### src/sv/tel_pkg.sv
// ----------------------------------------------------------------------------
// tel_pkg: shared types and constants for the timer expiry list
// Command codes, list entry layout and the control word of one list cell.
// ----------------------------------------------------------------------------
package tel_pkg;

    localparam int ID_W       = 4;
    localparam int TIME_W     = 64;
    localparam int INC_W      = 8;
    localparam int CMD_W      = 2;
    localparam logic [INC_W-1:0] TICK_RESET = 8'd8;

    typedef enum logic [CMD_W-1:0] {
        CMD_ARM    = 2'd0,
        CMD_DISARM = 2'd1,
        CMD_QUERY  = 2'd2,
        CMD_TICK   = 2'd3
    } cmd_t;

    typedef enum logic [1:0] {
        OP_HOLD,
        OP_SHIFT,
        OP_LOAD
    } cell_op_t;

    typedef struct packed {
        logic [ID_W-1:0]   id;
        logic [TIME_W-1:0] expiry;
    } entry_t;

    typedef struct packed {
        cell_op_t op;
        entry_t   ins_data;
    } cell_ctl_t;

endpackage

### src/sv/tel_in_if.sv
// ----------------------------------------------------------------------------
// tel_in_if: command channel of the timer expiry list
// Valid/ready handshake carrying one command item.
// ----------------------------------------------------------------------------
interface tel_in_if
    import tel_pkg::*;
();
    logic              valid;
    logic              ready;
    logic [CMD_W-1:0]  cmd;
    logic [ID_W-1:0]   timer_id;
    logic [TIME_W-1:0] expiry_time;

    modport source (output valid, output cmd, output timer_id, output expiry_time,
                    input ready);
    modport sink   (input valid, input cmd, input timer_id, input expiry_time,
                    output ready);
endinterface

### src/sv/tel_out_if.sv
// ----------------------------------------------------------------------------
// tel_out_if: result channel of the timer expiry list
// Valid/ready handshake carrying one result item.
// ----------------------------------------------------------------------------
interface tel_out_if
    import tel_pkg::*;
();
    logic              valid;
    logic              ready;
    logic [ID_W-1:0]   result_id;
    logic              hit;
    logic [TIME_W-1:0] current_time;
    logic              last_of_run;

    modport source (output valid, output result_id, output hit, output current_time,
                    output last_of_run, input ready);
    modport sink   (input valid, input result_id, input hit, input current_time,
                    input last_of_run, output ready);
endinterface

### src/sv/tel_cell.sv
// ----------------------------------------------------------------------------
// tel_cell: one slot of the timer order list
// Holds a timer id and its expiry; shifts from its right neighbor or loads
// the insert bus when selected.
// ----------------------------------------------------------------------------
module tel_cell
    import tel_pkg::*;
(
    input  logic      clk,
    input  cell_ctl_t ctl,
    input  logic      sel,
    input  entry_t    right,
    output entry_t    entry
);

    entry_t entry_reg;
    entry_t entry_next;

    // pick next slot content
    always_comb
    begin
        case (ctl.op)
            OP_SHIFT: entry_next = sel ? ctl.ins_data : right;
            OP_LOAD:  entry_next = sel ? ctl.ins_data : entry_reg;
            default:  entry_next = entry_reg;
        endcase
    end

    always_ff @(posedge clk)
    begin
        entry_reg <= entry_next;
    end

    assign entry = entry_reg;

endmodule

### src/sv/timer_expiry_list.sv
// ----------------------------------------------------------------------------
// timer_expiry_list: one-shot timers kept in arming order
// A chain of list cells holds armed timers in order; a rotating scan walks
// the chain for ticks and for unlinking a timer.
// ----------------------------------------------------------------------------
// Usage:
//   in_ch carries commands (arm, disarm, query, tick); out_ch returns result
//   items, the last one of each command marked by last_of_run. cfg_we/cfg_wdata
//   set the tick increment; write it only while the block is idle.
//   Query, disarm of an unarmed timer, arm of an unarmed timer, an invalid id
//   and a tick on an empty list finish in the idle state: the result is
//   loaded into the output register as the command is taken.
//   Rearm, disarm of an armed timer and a tick with armed timers pass through
//   the scan state: the head cell is examined once per unstalled cycle while the
//   list rotates through the cell chain, then the finish state ends the command.
//   Fired timers of a tick leave one per scan cycle; a stalled receiver holds
//   the scan when a second fired id is waiting.
//   A new command is taken in the idle state when the output register is free
//   or being emptied.
//   Reset clears the time, the armed flags, the list length and sets the tick
//   increment to 8.
// ----------------------------------------------------------------------------
module timer_expiry_list
    import tel_pkg::*;
#(
    parameter int NUM_TIMERS = 16
)
(
    input  logic             clk,
    input  logic             rst_n,
    tel_in_if.sink           in_ch,
    tel_out_if.source        out_ch,
    input  logic             cfg_we,
    input  logic [INC_W-1:0] cfg_wdata
);

    localparam int CNT_W = $clog2(NUM_TIMERS + 1);
    localparam int IDX_W = (NUM_TIMERS > 1) ? $clog2(NUM_TIMERS) : 1;

    typedef enum logic [1:0] {
        ST_IDLE,
        ST_SCAN,
        ST_FINISH
    } state_t;

    state_t                  state_reg,     state_next;
    logic [TIME_W-1:0]       now_reg,       now_next;
    logic [INC_W-1:0]        inc_reg;
    logic [CNT_W-1:0]        len_reg,       len_next;
    logic [CNT_W-1:0]        remain_reg,    remain_next;
    logic [NUM_TIMERS-1:0]   flags_reg,     flags_next;
    cmd_t                    cmd_reg,       cmd_next;
    logic [ID_W-1:0]         target_reg,    target_next;
    logic [TIME_W-1:0]       exp_reg,       exp_next;
    logic                    pend_valid_reg, pend_valid_next;
    logic [ID_W-1:0]         pend_id_reg,   pend_id_next;
    logic                    out_valid_reg, out_valid_next;
    logic [ID_W-1:0]         out_id_reg,    out_id_next;
    logic                    out_hit_reg,   out_hit_next;
    logic [TIME_W-1:0]       out_time_reg,  out_time_next;
    logic                    out_last_reg,  out_last_next;

    cell_ctl_t               ctl;
    logic [CNT_W-1:0]        ins_pos;
    logic [NUM_TIMERS-1:0]   sel;
    entry_t                  cells [NUM_TIMERS];
    entry_t                  head;
    logic [TIME_W-1:0]       diff;
    logic                    expired;
    logic                    drop;
    logic                    out_free;
    logic                    in_fire;
    cmd_t                    in_cmd;
    logic                    id_valid;
    logic [IDX_W-1:0]        in_idx;
    logic [IDX_W-1:0]        head_idx;
    logic [IDX_W-1:0]        target_idx;
    logic                    load_out;
    logic [ID_W-1:0]         ld_id;
    logic                    ld_hit;
    logic                    ld_last;

    // row of list cells
    genvar g;
    generate
        for (g = 0; g < NUM_TIMERS; g++)
        begin : g_cell
            entry_t right;
            if (g == NUM_TIMERS - 1)
            begin : g_tail
                assign right = ctl.ins_data;
            end
            else
            begin : g_mid
                assign right = cells[g + 1];
            end
            assign sel[g] = (ins_pos == CNT_W'(g));
            tel_cell u_cell (
                .clk   (clk),
                .ctl   (ctl),
                .sel   (sel[g]),
                .right (right),
                .entry (cells[g])
            );
        end
    endgenerate

    // head compare against the current time or the target id
    assign head     = cells[0];
    assign diff     = head.expiry - now_reg;
    assign expired  = diff[TIME_W-1];
    assign drop     = (cmd_reg == CMD_TICK) ? expired : (head.id == target_reg);

    assign out_free   = !out_valid_reg || out_ch.ready;
    assign in_ch.ready = (state_reg == ST_IDLE) && out_free;
    assign in_fire    = in_ch.valid && in_ch.ready;
    assign in_cmd     = cmd_t'(in_ch.cmd);
    assign id_valid   = int'(in_ch.timer_id) < NUM_TIMERS;
    assign in_idx     = IDX_W'(in_ch.timer_id);
    assign head_idx   = IDX_W'(head.id);
    assign target_idx = IDX_W'(target_reg);

    // command sequencing
    always_comb
    begin
        state_next      = state_reg;
        now_next        = now_reg;
        len_next        = len_reg;
        remain_next     = remain_reg;
        flags_next      = flags_reg;
        cmd_next        = cmd_reg;
        target_next     = target_reg;
        exp_next        = exp_reg;
        pend_valid_next = pend_valid_reg;
        pend_id_next    = pend_id_reg;
        ctl.op          = OP_HOLD;
        ctl.ins_data    = head;
        ins_pos         = len_reg;
        load_out        = 1'b0;
        ld_id           = in_ch.timer_id;
        ld_hit          = 1'b0;
        ld_last         = 1'b1;

        case (state_reg)
            ST_IDLE:
            begin
                if (in_fire)
                begin
                    target_next = in_ch.timer_id;
                    exp_next    = in_ch.expiry_time;
                    cmd_next    = in_cmd;
                    if (in_cmd == CMD_TICK)
                    begin
                        now_next = now_reg + TIME_W'(inc_reg);
                        if (len_reg == '0)
                        begin
                            load_out = 1'b1;
                            ld_id    = '0;
                        end
                        else
                        begin
                            remain_next     = len_reg;
                            pend_valid_next = 1'b0;
                            state_next      = ST_SCAN;
                        end
                    end
                    else if (!id_valid)
                    begin
                        load_out = 1'b1;
                    end
                    else
                    begin
                        case (in_cmd)
                            CMD_QUERY:
                            begin
                                load_out = 1'b1;
                                ld_hit   = flags_reg[in_idx];
                            end
                            CMD_DISARM:
                            begin
                                if (flags_reg[in_idx])
                                begin
                                    flags_next[in_idx] = 1'b0;
                                    remain_next        = len_reg;
                                    state_next         = ST_SCAN;
                                end
                                else
                                begin
                                    load_out = 1'b1;
                                end
                            end
                            CMD_ARM:
                            begin
                                if (flags_reg[in_idx])
                                begin
                                    remain_next = len_reg;
                                    state_next  = ST_SCAN;
                                end
                                else
                                begin
                                    // append at the tail at once
                                    ctl.op              = OP_LOAD;
                                    ctl.ins_data.id     = in_ch.timer_id;
                                    ctl.ins_data.expiry = in_ch.expiry_time;
                                    len_next            = len_reg + 1'b1;
                                    flags_next[in_idx]  = 1'b1;
                                    load_out            = 1'b1;
                                    ld_hit              = 1'b1;
                                end
                            end
                            default:
                            begin
                                load_out = 1'b1;
                            end
                        endcase
                    end
                end
            end

            ST_SCAN:
            begin
                // hold the scan while a second fired id cannot be passed on
                if (!((cmd_reg == CMD_TICK) && expired && pend_valid_reg && !out_free))
                begin
                    ctl.op      = OP_SHIFT;
                    ins_pos     = len_reg - 1'b1;
                    remain_next = remain_reg - 1'b1;
                    if (drop)
                    begin
                        len_next = len_reg - 1'b1;
                        if (cmd_reg == CMD_TICK)
                        begin
                            flags_next[head_idx] = 1'b0;
                            if (pend_valid_reg)
                            begin
                                load_out = 1'b1;
                                ld_id    = pend_id_reg;
                                ld_hit   = 1'b1;
                                ld_last  = 1'b0;
                            end
                            pend_valid_next = 1'b1;
                            pend_id_next    = head.id;
                        end
                    end
                    if (remain_reg == CNT_W'(1))
                    begin
                        state_next = ST_FINISH;
                    end
                end
            end

            ST_FINISH:
            begin
                if (out_free)
                begin
                    load_out   = 1'b1;
                    ld_id      = target_reg;
                    ld_hit     = 1'b1;
                    state_next = ST_IDLE;
                    case (cmd_reg)
                        CMD_TICK:
                        begin
                            ld_id  = pend_valid_reg ? pend_id_reg : '0;
                            ld_hit = pend_valid_reg;
                        end
                        CMD_ARM:
                        begin
                            // rearmed timer goes to the tail
                            ctl.op                 = OP_LOAD;
                            ctl.ins_data.id        = target_reg;
                            ctl.ins_data.expiry    = exp_reg;
                            len_next               = len_reg + 1'b1;
                            flags_next[target_idx] = 1'b1;
                        end
                        default:
                        begin
                            ld_hit = 1'b1;
                        end
                    endcase
                end
            end

            default:
            begin
                state_next = ST_IDLE;
            end
        endcase
    end

    // output register
    always_comb
    begin
        out_valid_next = out_valid_reg && !out_ch.ready;
        out_id_next    = out_id_reg;
        out_hit_next   = out_hit_reg;
        out_time_next  = out_time_reg;
        out_last_next  = out_last_reg;
        if (load_out)
        begin
            out_valid_next = 1'b1;
            out_id_next    = ld_id;
            out_hit_next   = ld_hit;
            out_time_next  = now_next;
            out_last_next  = ld_last;
        end
    end

    always_ff @(posedge clk or negedge rst_n)
    begin
        if (!rst_n)
        begin
            state_reg      <= ST_IDLE;
            now_reg        <= '0;
            inc_reg        <= TICK_RESET;
            len_reg        <= '0;
            remain_reg     <= '0;
            flags_reg      <= '0;
            cmd_reg        <= CMD_ARM;
            pend_valid_reg <= 1'b0;
            out_valid_reg  <= 1'b0;
        end
        else
        begin
            state_reg      <= state_next;
            now_reg        <= now_next;
            len_reg        <= len_next;
            remain_reg     <= remain_next;
            flags_reg      <= flags_next;
            cmd_reg        <= cmd_next;
            pend_valid_reg <= pend_valid_next;
            out_valid_reg  <= out_valid_next;
            if (cfg_we)
            begin
                inc_reg <= cfg_wdata;
            end
        end
    end

    // payload registers
    always_ff @(posedge clk)
    begin
        target_reg   <= target_next;
        exp_reg      <= exp_next;
        pend_id_reg  <= pend_id_next;
        out_id_reg   <= out_id_next;
        out_hit_reg  <= out_hit_next;
        out_time_reg <= out_time_next;
        out_last_reg <= out_last_next;
    end

    assign out_ch.valid        = out_valid_reg;
    assign out_ch.result_id    = out_id_reg;
    assign out_ch.hit          = out_hit_reg;
    assign out_ch.current_time = out_time_reg;
    assign out_ch.last_of_run  = out_last_reg;

endmodule
### src/flat_wrapper.sv
// flat-port wrapper written by rule: the top's interface ports become plain ports
module timer_expiry_list_flat import tel_pkg::*;
#(
    parameter int NUM_TIMERS = 16
)
  (clk, rst_n, cfg_we, cfg_wdata, in_ch_valid, in_ch_cmd, in_ch_timer_id, in_ch_expiry_time, in_ch_ready, out_ch_valid, out_ch_result_id, out_ch_hit, out_ch_current_time, out_ch_last_of_run, out_ch_ready);
  tel_in_if in_ch_i ();
  tel_out_if out_ch_i ();
  input  logic clk;
  input  logic rst_n;
  input  logic cfg_we;
  input  logic [INC_W-1:0] cfg_wdata;
  input wire logic [$bits(in_ch_i.valid)-1:0] in_ch_valid;
  input wire logic [$bits(in_ch_i.cmd)-1:0] in_ch_cmd;
  input wire logic [$bits(in_ch_i.timer_id)-1:0] in_ch_timer_id;
  input wire logic [$bits(in_ch_i.expiry_time)-1:0] in_ch_expiry_time;
  output wire logic [$bits(in_ch_i.ready)-1:0] in_ch_ready;
  output wire logic [$bits(out_ch_i.valid)-1:0] out_ch_valid;
  output wire logic [$bits(out_ch_i.result_id)-1:0] out_ch_result_id;
  output wire logic [$bits(out_ch_i.hit)-1:0] out_ch_hit;
  output wire logic [$bits(out_ch_i.current_time)-1:0] out_ch_current_time;
  output wire logic [$bits(out_ch_i.last_of_run)-1:0] out_ch_last_of_run;
  input wire logic [$bits(out_ch_i.ready)-1:0] out_ch_ready;
  assign in_ch_i.valid = in_ch_valid;
  assign in_ch_i.cmd = in_ch_cmd;
  assign in_ch_i.timer_id = in_ch_timer_id;
  assign in_ch_i.expiry_time = in_ch_expiry_time;
  assign in_ch_ready = in_ch_i.ready;
  assign out_ch_valid = out_ch_i.valid;
  assign out_ch_result_id = out_ch_i.result_id;
  assign out_ch_hit = out_ch_i.hit;
  assign out_ch_current_time = out_ch_i.current_time;
  assign out_ch_last_of_run = out_ch_i.last_of_run;
  assign out_ch_i.ready = out_ch_ready;
  timer_expiry_list #(.NUM_TIMERS(NUM_TIMERS)) u_core (.clk(clk), .rst_n(rst_n), .in_ch(in_ch_i), .out_ch(out_ch_i), .cfg_we(cfg_we), .cfg_wdata(cfg_wdata));
endmodule
### config.mk
export PLATFORM = sky130hd
export DESIGN_NAME = timer_expiry_list_flat
export DESIGN_NICKNAME = d
export VERILOG_FILES = /design/src/sv/tel_pkg.sv /design/src/sv/tel_in_if.sv /design/src/sv/tel_out_if.sv /design/src/sv/tel_cell.sv /design/src/sv/timer_expiry_list.sv /design/src/flat_wrapper.sv
export SDC_FILE = /design/constraint.sdc
export NUM_CORES = 2
export LEC_CHECK = 0
export ABC_AREA = 0
export ABC_CLOCK_PERIOD_IN_PS = 9900
export BUFFER_PORTS_ARGS = -buffer_cell sky130_fd_sc_hd__clkbuf_2
export CAP_MARGIN = 20
export CORE_ASPECT_RATIO = 1.1
export CORE_MARGIN = 2
export CORE_UTILIZATION = 45
export CTS_CLUSTER_SIZE = 12
export DETAILED_ROUTE_END_ITERATION = 7
export PLACE_DENSITY = 0.67
export REMOVE_ABC_BUFFERS = 1
export SLEW_MARGIN = 20
export SYNTH_ARGS = -nofsm -noshare
export SYNTH_HDL_FRONTEND = slang
export SYNTH_SLANG_ARGS = --single-unit
### constraint.sdc
create_clock -name clk -period 9.9 [get_ports clk]
set_input_delay 0.495 -clock clk [delete_from_list [all_inputs] [get_ports clk]]
set_output_delay 0.495 -clock clk [all_outputs]
set_load 0.02 [all_outputs]
==> results_dict.tcl <==
set metrics [dict create \
    hold_violations 0 \
    numCtsBuffers 141 \
    cp-end-kind "flip-flop" \
    max-clock-path-buffers 3 \
    rr_startpoint "u_core.g_cell[0].u_cell.entry[30]" \
    area_delta_synth_final_pct 11.9 \
    postSynthAreaPerCell_um2 16.2 \
    synth_area_leaders "edfxtp_1, mux2_2, dfrtp_1, mux2_1, mux2_4" \
    drtPass1Iterations 5 \
    ios 155 \
    numPortBuffers 154 \
    gp_congestion 0.836 \
    max_cap_viol_count 0 \
    coreArea_mm2 0.134 \
    yosysMostFrequentCell "edfxtp_1" \
    grt_max_degree 71 \
    rsz0062_at_grt "no" \
    drt-initial-drc-count 2907 \
    drcViolationCount 0 \
    die_width_um 353 \
    yosysUniqueCellTypes 79 \
    vias 33247 \
    run_status "completed" \
    ir_drop_v 0.000344 \
    async_reset_ff_share_pct 7.80 \
    synth_top_cell_by_area "edfxtp_1" \
    via_per_inst 5.73 \
    finalSetupViolations 0 \
    reg2reg_slack_ns 3.90 \
    largest_reg_flops 1088 \
    nets 4081 \
    crit_path_start "u_core.g_cell[0].u_cell.entry[30]" \
    cp-start-kind "flip-flop" \
    dieArea_mm2 0.137 \
    die_h_um 388 \
    fmax_ghz 0.167 \
    worstPathArrival_ns 6.49 \
    synth_edf_count 1230 \
    fin_ws_ns 3.90 \
    tightest_slew_ns 1.08 \
    post_drt_wl_per_cell_um 25.5 \
    design_area_mm2 0.0676 \
    yosys_warnings 0 \
    critPathKind "reg -> reg" \
    ys_seq_area_share_pct 65.4 \
    fin_crit_sh_pct 60.6 \
    clock_sinks 1334 \
    drv_slew 0 \
    final_util_pct 50.6 \
    grt_pass1_wl_mm 220 \
    wl_mm 148 \
    p_leak_nw 23.0 \
    syn-instance-count 3733 \
    path_max_fanout 52 \
    synth-seq-cells 1334 \
    worstPathRequired_ns 10.38 \
    ys_top_cells_by_count "edfxtp_1, mux2_2, nand2_1" \
    power_density_mw_per_mm2 374 \
    start_util_pct 45.2 \
    post-dp-hpwl_mm 87.3 \
    maxSlewHeadroom_pct 27.8 \
    pre_cts_slack_ns 3.74 \
    antenna_found_initial 13 \
    clock_latency_ns 0.76 \
    layout-drive-gt1-share_pct 33.5 \
    rows 141 \
    ant_nets 0 \
    overflow 0 \
    cp-endpoint "u_core.g_cell[4].u_cell.entry[16]" \
    htree_levels 4 \
    synth_ff_type "edfxtp_1" \
    skew_ns 0.0343 \
    grt_pass1_vias 33119 \
    cts_tree "built" \
    root_buffer "clkbuf_16" \
    r2r_end "u_core.g_cell[4].u_cell.entry[16]" \
    path_clk_slew_ns 0.06 \
    grt_usage_pct 21.4 \
    ff2ff_path_depth 11 \
    hold_path.class "in -> reg" \
    period_minus_slack_ns 6.00 \
    netlist.area_leader.share_pct 61.1 \
    placed_area_mm2 0.0627 \
    netlist_area_mm2 0.0604 \
]
[stage by stage]
stage / hold WS [ns] / total power, mW / instances / TNS (ns)
3_5_place_dp: 0.508 / 20.4 / 5493 / 0
4_1_cts: 0.000486 / 25.4 / 5803 / 0
5_1_grt: 0.00291 / 26.5 / 5804 / 0
2_1_floorplan: 0.199 / 17.4 / 3479 / -1735.78
6_report: 0.0328 / 25.3 / 5806 / 0
3_3_place_gp: 0.490 / 20.1 / 5492 / 0
[per-layer routing]
layer  global-route usage (%)  vias up  share of wire, %
met5                        0        -             0.047
met4                     6.24       10               2.4
met3                     3.72      235               6.1
met2                     35.3     1163                48
met1                     29.0    17179                43
li1                         -    14660                 -
[placed cells by master (no fill, tap or decap), types with 9 or more instances in the layout]
master         instances
o22ai_1               20
mux2_2               799
edfxtp_1            1230
nor3_1                25
a21o_1                10
a21oi_1               54
xnor2_1               66
a21boi_1              21
nor4_1                18
dlygate4sd3_1         70
mux2_1               164
and2_1                 9
clkinv_2              10
dfrtp_1              103
nand2b_1               9
buf_4                 65
inv_1                 77
nand2_1              237
clkbuf_2             153
a21boi_0              52
mux2_4                82
o21ai_4               22
nand3_1               36
and4_1                 9
clkbuf_16            144
a221o_1               70
a31oi_1               26
nor2b_1               16
clkbuf_1              51
ha_1                  77
nand4_1               26
nor2_1                67
clkinv_1              17
o21ai_0               55
[cell type report]
cell class	instances	area [um^2]
fillers	11044	66100
flip-flops and latches	1334	39500
multi-input cells	2066	19300
clock buffers	200	3860
well taps	1787	2240
repair buffers	297	2090
clock inverters	40	335
inverters	79	299
diodes	3	7.51
[how the worst min path moves through the flow]
stage	startpoint	to	slack, ns	depth (start not counted)
6_report	in_ch_expiry_time[36]	u_core.exp_reg[36]	0.03	1
5_1_grt	in_ch_expiry_time[36]	u_core.exp_reg[36]	0.003	1
4_1_cts	in_ch_expiry_time[36]	u_core.exp_reg[36]	0.0005	1
3_5_place_dp	u_core.now_reg[18]	u_core.now_reg[18]	0.51	1
3_3_place_gp	u_core.now_reg[18]	u_core.now_reg[18]	0.49	1
2_1_floorplan	rst_n	async pin	0.20	0
[timing repair]
item	in CTS	in global routing
endpoints found under the hold margin	135	0
setup buffers	0	0
endpoints found under the setup margin	0	0
hold buffers	70	0
gates resized for setup	0	0
[report_power, final]
part | internal (mW) | switching [mW]
clock network | 2.81 | 2.14
logic | 3.93 | 5.84
registers | 9.82 | 0.740
[kinds of logic after synthesis]
group	count (synthesis)	synth area share, %
AOI/OAI and AO/OA	376	4.72
adders and majority gates	79	1.65
muxes	1052	20.2
buffers and inverters	333	3.18
xor gates and xnor gates	74	1.07
DFF	1334	65.4
and+or+nand+nor	485	3.74
[worst max-delay path: stages, from the launching register on]
cell	delay [ns]
edfxtp_1	0.50
ha_1	0.38
nand4_1	0.21
nor4_1	0.61
and4_1	0.55
and3_1	0.38
nor3_4	0.11
nor2_1	0.46
a211oi_4	0.31
o21ai_4	0.84
buf_4	0.89
mux2_2	0.42
Note: power is estimated with default switching activity, not from simulation.
